<file path="src/rtl/assert_macros.svh">
// Assertion macros used by the searchable deque top level.
`ifndef ASSERT_MACROS_SVH
`define ASSERT_MACROS_SVH
`ifndef NO_ASSERTIONS
`define SDQ_ASSERT(lbl, clk, rst, prop, msg) \
  lbl: assert property (@(posedge clk) disable iff (rst) prop) else $error(msg);
`define SDQ_ASSERT_ALWAYS(lbl, clk, prop, msg) \
  lbl: assert property (@(posedge clk) prop) else $error(msg);
`else
`define SDQ_ASSERT(lbl, clk, rst, prop, msg)
`define SDQ_ASSERT_ALWAYS(lbl, clk, prop, msg)
`endif
`endif

</file>
<file path="src/rtl/sdq_pkg.sv">
// Types and constants for the searchable deque.
`timescale 1ns / 1ps
package sdq_pkg;

  localparam int DEPTH_DEF  = 64;
  localparam int DATA_W_DEF = 32;
  localparam int REQ_W      = 3;
  localparam int VALUE_W    = 32;
  localparam int POS_W      = 8;

  typedef enum logic [REQ_W-1:0] {
    REQ_PUSH_FRONT = 3'd0,
    REQ_PUSH_BACK  = 3'd1,
    REQ_POP_FRONT  = 3'd2,
    REQ_POP_BACK   = 3'd3,
    REQ_READ_AT    = 3'd4,
    REQ_SEARCH     = 3'd5
  } req_t;

  typedef enum logic [1:0] {
    S_IDLE,
    S_SCAN,
    S_DONE
  } state_t;

  // Control broadcast to every cell of the chain.
  typedef struct packed {
    logic shift_up;    // push front: every cell takes its lower neighbor
    logic shift_down;  // pop front: every cell takes its upper neighbor
    logic wr_back;     // push back: the cell at the fill index takes the new word
    logic scan_clr;    // clear the lookup chain
    logic scan_en;     // advance the lookup chain one cell
    logic is_read;     // lookup matches by index rather than by value
  } cell_ctrl_t;

endpackage

</file>
<file path="src/rtl/sdq_cell.sv">
// One storage cell of the deque chain with its slice of the lookup chain.
`timescale 1ns / 1ps
module sdq_cell #(
  parameter int DATA_WIDTH = sdq_pkg::DATA_W_DEF,
  parameter int FILL_W     = 7,
  parameter int INDEX      = 0
) (
  input  logic                     clk,
  input  logic                     rst,
  input  sdq_pkg::cell_ctrl_t      ctrl,
  input  logic [FILL_W-1:0]        fill,
  input  logic [DATA_WIDTH-1:0]    key,
  input  logic [sdq_pkg::POS_W-1:0] pos,
  input  logic [DATA_WIDTH-1:0]    new_word,
  input  logic [DATA_WIDTH-1:0]    prev_word,
  input  logic [DATA_WIDTH-1:0]    next_word,
  input  logic                     scan_hit_in,
  input  logic [DATA_WIDTH-1:0]    scan_data_in,
  output logic [DATA_WIDTH-1:0]    word,
  output logic                     scan_hit,
  output logic [DATA_WIDTH-1:0]    scan_data
);

  localparam logic [FILL_W-1:0]           IDX_F = FILL_W'(INDEX);
  localparam logic [sdq_pkg::POS_W:0]     IDX_P = (sdq_pkg::POS_W + 1)'(INDEX);

  logic in_use;
  logic match;
  logic local_hit;

  assign in_use    = IDX_F < fill;
  assign match     = ctrl.is_read ? ({1'b0, pos} == IDX_P) : (word == key);
  assign local_hit = in_use && match;

  always_ff @(posedge clk) begin
    if (ctrl.shift_up) begin
      word <= prev_word;
    end else if (ctrl.shift_down) begin
      word <= next_word;
    end else if (ctrl.wr_back && (fill == IDX_F)) begin
      word <= new_word;
    end
  end

  // Pass the first hit toward the end of the chain.
  always_ff @(posedge clk) begin
    if (rst || ctrl.scan_clr) begin
      scan_hit <= 1'b0;
    end else if (ctrl.scan_en) begin
      scan_hit <= scan_hit_in || local_hit;
    end
  end

  always_ff @(posedge clk) begin
    if (ctrl.scan_en) begin
      scan_data <= scan_hit_in ? scan_data_in : word;
    end
  end

endmodule

</file>
<file path="config.mk">
export PLATFORM = sky130hd
export DESIGN_NAME = sdq_cell
export DESIGN_NICKNAME = d
export VERILOG_FILES = /design/src/rtl/assert_macros.svh /design/src/rtl/sdq_pkg.sv /design/src/rtl/sdq_cell.sv
export SDC_FILE = /design/constraint.sdc
export NUM_CORES = 1
export LEC_CHECK = 0
export ABC_AREA = 1
export BUFFER_PORTS_ARGS = -buffer_cell sky130_fd_sc_hd__clkbuf_2
export CAP_MARGIN = 20
export CORE_AREA = 2 2 119 92
export CTS_CLUSTER_DIAMETER = 40
export CTS_CLUSTER_SIZE = 20
export DETAILED_ROUTE_END_ITERATION = 12
export DIE_AREA = 0 0 121 94
export HOLD_SLACK_MARGIN = 0.1
export PLACE_DENSITY = 0.69
export SYNTH_ARGS = -nofsm -noshare
export SYNTH_HDL_FRONTEND = slang
export SYNTH_SLANG_ARGS = --single-unit
</file>
<file path="constraint.sdc">
create_clock -name clk -period 4 [get_ports clk]
set_clock_uncertainty 0.15 [all_clocks]
set_input_delay 0.2 -clock clk [delete_from_list [all_inputs] [get_ports clk]]
set_output_delay 0.2 -clock clk [all_outputs]
set_load 0.005 [all_outputs]
</file>
# Yosys cells after proc, flatten, opt, wreduce, memory -nomap -nowiden
# Index checks and enable logic that the tools add are counted.
[classes]
n_addsub = 0
n_mul = 0
shift = 0
eq_ne = 1
mux = 5
reduce_logical = 7
bitwise = 0
div = 0
order_cmp = 1
[op_table]
columns = ["cell", "count"]
rows = [
  ["$mux 32", 4],
  ["$eq 32x32->1", 1],
  ["$logic_not 8->1", 1],
  ["$logic_not 7->1", 1],
  ["$lt 1x7->1 const A", 1],
  ["$reduce_bool 3->1", 1],
  ["$logic_and 1x1->1", 2],
  ["$logic_or 1x1->1", 2],
  ["$mux 1", 1],
]
[word_totals]
elab_cells = 17
romBits = 0
latch_bits = 0
mem_count = 0
mem_bits_rw = 0
ff_bits = 65
output_inout_bits = 65
inputBits = 184

# Depth between registers and ports, before layout
[logic_depth]
ltp_word = 5
ltp_mapped = 11
mapped_depth_nobuf = 11

# Least setup slack after synthesis
# Ideal clock, no wire load.
[synth_timing]
kind = "input to register"
from = "in ctrl[5] (netlist bit)"
to = "reg word[0] (enable)"
arrival_ns = 1.361
stages = 4
path_buffers = 2
required_time_ns = 3.289
setup_time_ns = 0.561
slack_ns = 1.928
path_cell_list = "clkbuf_1 -> inv_2 -> buf_2 -> nand3_1"
[synth_between]
elab_chain_len = 1
[synth_lines]
columns = ["element", "line", "text"]
rows = [
  ["start: declaration", "sdq_cell.sv:10", "input sdq_pkg::cell_ctrl_t ctrl,"],
  ["$reduce_bool 3->1 (no line)", "--", ""],
  ["end signal: assignment", "sdq_cell.sv:37", "word <= prev_word;"],
  ["end signal: assignment", "sdq_cell.sv:39", "word <= next_word;"],
  ["end signal: assignment", "sdq_cell.sv:41", "word <= new_word;"],
  ["end: declaration", "sdq_cell.sv:19", "output logic [DATA_WIDTH-1:0] word,"],
]
# No other way between the ends.
# A chain may end at the register's enable or synchronous reset.

# Worst setup path after layout
[layout_timing]
from = "in ctrl[4] (netlist bit)"
to = "reg word[30] (enable)"
# The elaborated chain is that of the path after synthesis.

==> impl_metrics.tcl <==
set metrics [dict create \
    internal-power_mw 1.57 \
    syn_to_final_growth_pct 73.2 \
    clkSinkCount 65 \
    synthDistinctLibCells 16 \
    root_buffer "clkbuf_16" \
    cts_buffer_depth 2 \
    timing.rr.end "scan_hit" \
    required_ps 3640 \
    port-buffer-count 248 \
    regToRegStartpoint "word[7]" \
    synth_cells 356 \
    slew_headroom 0.332 \
    switching_share 0.247 \
    syn_area_um2 3490 \
    hold_path.class "input pin to register" \
    cts_tree "built" \
    power_mw 2.09 \
    synthesis.nets 540 \
    rr_worst_depth 10 \
    drc_errors 0 \
    core_region_area_um2 10100 \
    clk_pin_slew_ps 50 \
    yosysWarningCount 0 \
    crit_type "input pin to register" \
    cts_resized 0 \
    vias 3852 \
    multiInputGateArea_um2 1400 \
    cts_buffers 9 \
    grt_use_total 0.213 \
    ioPinCount 249 \
    p_leak_nw 2.82 \
    crit_fanout 33 \
    routabilityCongestion 0.755 \
    grt_setup_unrepaired "false" \
    antenna_found_initial 0 \
    reg2reg_slack_ps 1740 \
    grt_max_degree 40 \
    worstMarginPinSlew_ps 1000 \
    ant_nets 0 \
    dieHeight_um 94 \
    drtIter0Drc 141 \
    dr.pass1.iters 5 \
    nets 875 \
    startpoint_type "input pin" \
    grt_pass1_vias 3927 \
    cts.htree.levels 3 \
    final_cell_mix "clkbuf_2, dlygate4sd3_1, nand2_1" \
    fillers 872 \
    drive_gt1_frac 0.411 \
    crit_arrival_ps 1920 \
    power.share.clock 0.361 \
    grt_overflow_total 0 \
    maxCapViolations 0 \
    worstSetupStartpoint "ctrl[4]" \
    viasPerCell 4.63 \
    grt_pass1_wl_mm 18.5 \
    ys_seq_area_frac 0.557 \
    setup_viol 0 \
    avgSynthCellArea_um2 9.80 \
    min_period_ps 2280 \
    p_switching_uw 517 \
    regArea_um2 1940 \
    fmax_mhz 438 \
    die_w_um 121 \
    setup_tns_ps 0 \
    end_kind "register" \
    pwr-share-seq 0.424 \
    hold_viol 0 \
    totalWireLength_mm 12.5 \
    insertedDiodeCount 0 \
    rows 32 \
    dieArea_um2 11400 \
    wl_per_cell_um 15.0 \
    fin_crit_sh 0.570 \
    clk_latency_ps 320 \
    start_util 0.344 \
    critical_path.endpoint "word[30]" \
    ir_worst_vdd_uv 298 \
    p_per_area_nw_per_um2 346 \
    status "finished, final reports clean" \
    synth_seq_cells 65 \
    report.final.slew_viol_count 0 \
    combPwrFrac 0.216 \
    final_common_cell "clkbuf_2" \
    place_hpwl_mm 8.67 \
]
-- power groups by stage --
| stage | Sequential (mW) | Clock (mW) | Combinational, mW |
|---|---|---|---|
| after floorplan | 0.894 | 0 | 0.158 |
| after detailed placement | 0.899 | 0 | 0.363 |
| after global routing | 0.894 | 0.803 | 0.494 |
| after CTS | 0.886 | 0.778 | 0.448 |
| final | 0.886 | 0.755 | 0.451 |
| after global placement | 0.896 | 0 | 0.354 |
-- how the worst min path moves through the flow --
stage,start,endpoint,cells after the start
after floorplan,ctrl[1],scan_data[0],0
after global placement,rst,scan_hit,4
after detailed placement,scan_data_in[27],scan_data[27],3
after CTS,prev_word[29],word[29],3
after global routing,prev_word[17],word[17],3
final,new_word[17],word[17],3
-- routing by layer --
layer  vias to the layer above  GRT usage  wire length, µm
met4                         0     0.0678              195
met5                         -          0                0
li1                       1888          -                -
met1                      1778      0.243             5050
met3                        19     0.0595              852
met2                       167      0.386             6390
-- through the flow --
stage / util / setup slack, ps / hold WS [ps] / cell area [µm²] / cells
after global placement: 0.477 / 1470 / 325 / 4830 / 724
after CTS: 0.596 / 1690 / 103 / 6040 / 832
final: 0.596 / 1720 / 119 / 6040 / 832
after floorplan: - / 1930 / 162 / 3490 / 356
after detailed placement: 0.477 / 1350 / 332 / 4830 / 724
after global routing: 0.596 / 1570 / 102 / 6040 / 832
-- sequential cells by signal, indices dropped and copies added (netlist names) --
register / flops
scan_data: 32
scan_hit: 1
word: 32
-- synth_stat cells --
cell type / instances / area [µm²]
inv_2: 2 / 7.51
inv_1: 14 / 52.6
clkbuf_1: 2 / 7.51
mux2_2: 17 / 191
nand3_1: 1 / 5.00
mux2_1: 9 / 101
buf_2: 16 / 80.1
a21oi_2: 2 / 17.5
o21ai_0: 7 / 35.0
dfxtp_1: 1 / 20.0
nor2_1: 46 / 173
xnor2_1: 26 / 228
nor4_1: 3 / 18.8
nand2_1: 82 / 308
a21oi_1: 64 / 320
edfxtp_1: 64 / 1920
-- final cells by class --
class	instances	area share
clock buffer	10	0.0379
inverter	16	0.00994
timing repair buffer	342	0.360
tap	136	0.0282
multi-input combinational	257	0.232
clock inverter	6	0.00974
sequential	65	0.322
-- cell families (layout without fill, tap and decap cells) --
kind of cell | after synthesis | count (layout) | share of synthesized area
AND/OR/NAND/NOR | 132 | 132 | 0.145
AO/OA/AOI/OAI | 73 | 73 | 0.107
flip-flops | 65 | 65 | 0.557
buffers and inverters | 34 | 374 | 0.0423
XOR/XNOR | 26 | 26 | 0.0653
multiplexers | 26 | 26 | 0.0840
-- timing repair --
action | in CTS | in global routing
hold buffers | 92 | 0
hold endpoints to repair | 62 | 0
buffers inserted | 0 | 0
-- worst max-delay path, cell delays in order --
cell	delay [ps]
clkbuf_2	80
buf_4	250
inv_2	500
nand3_2	860
Power figures use the tool's default switching activity.
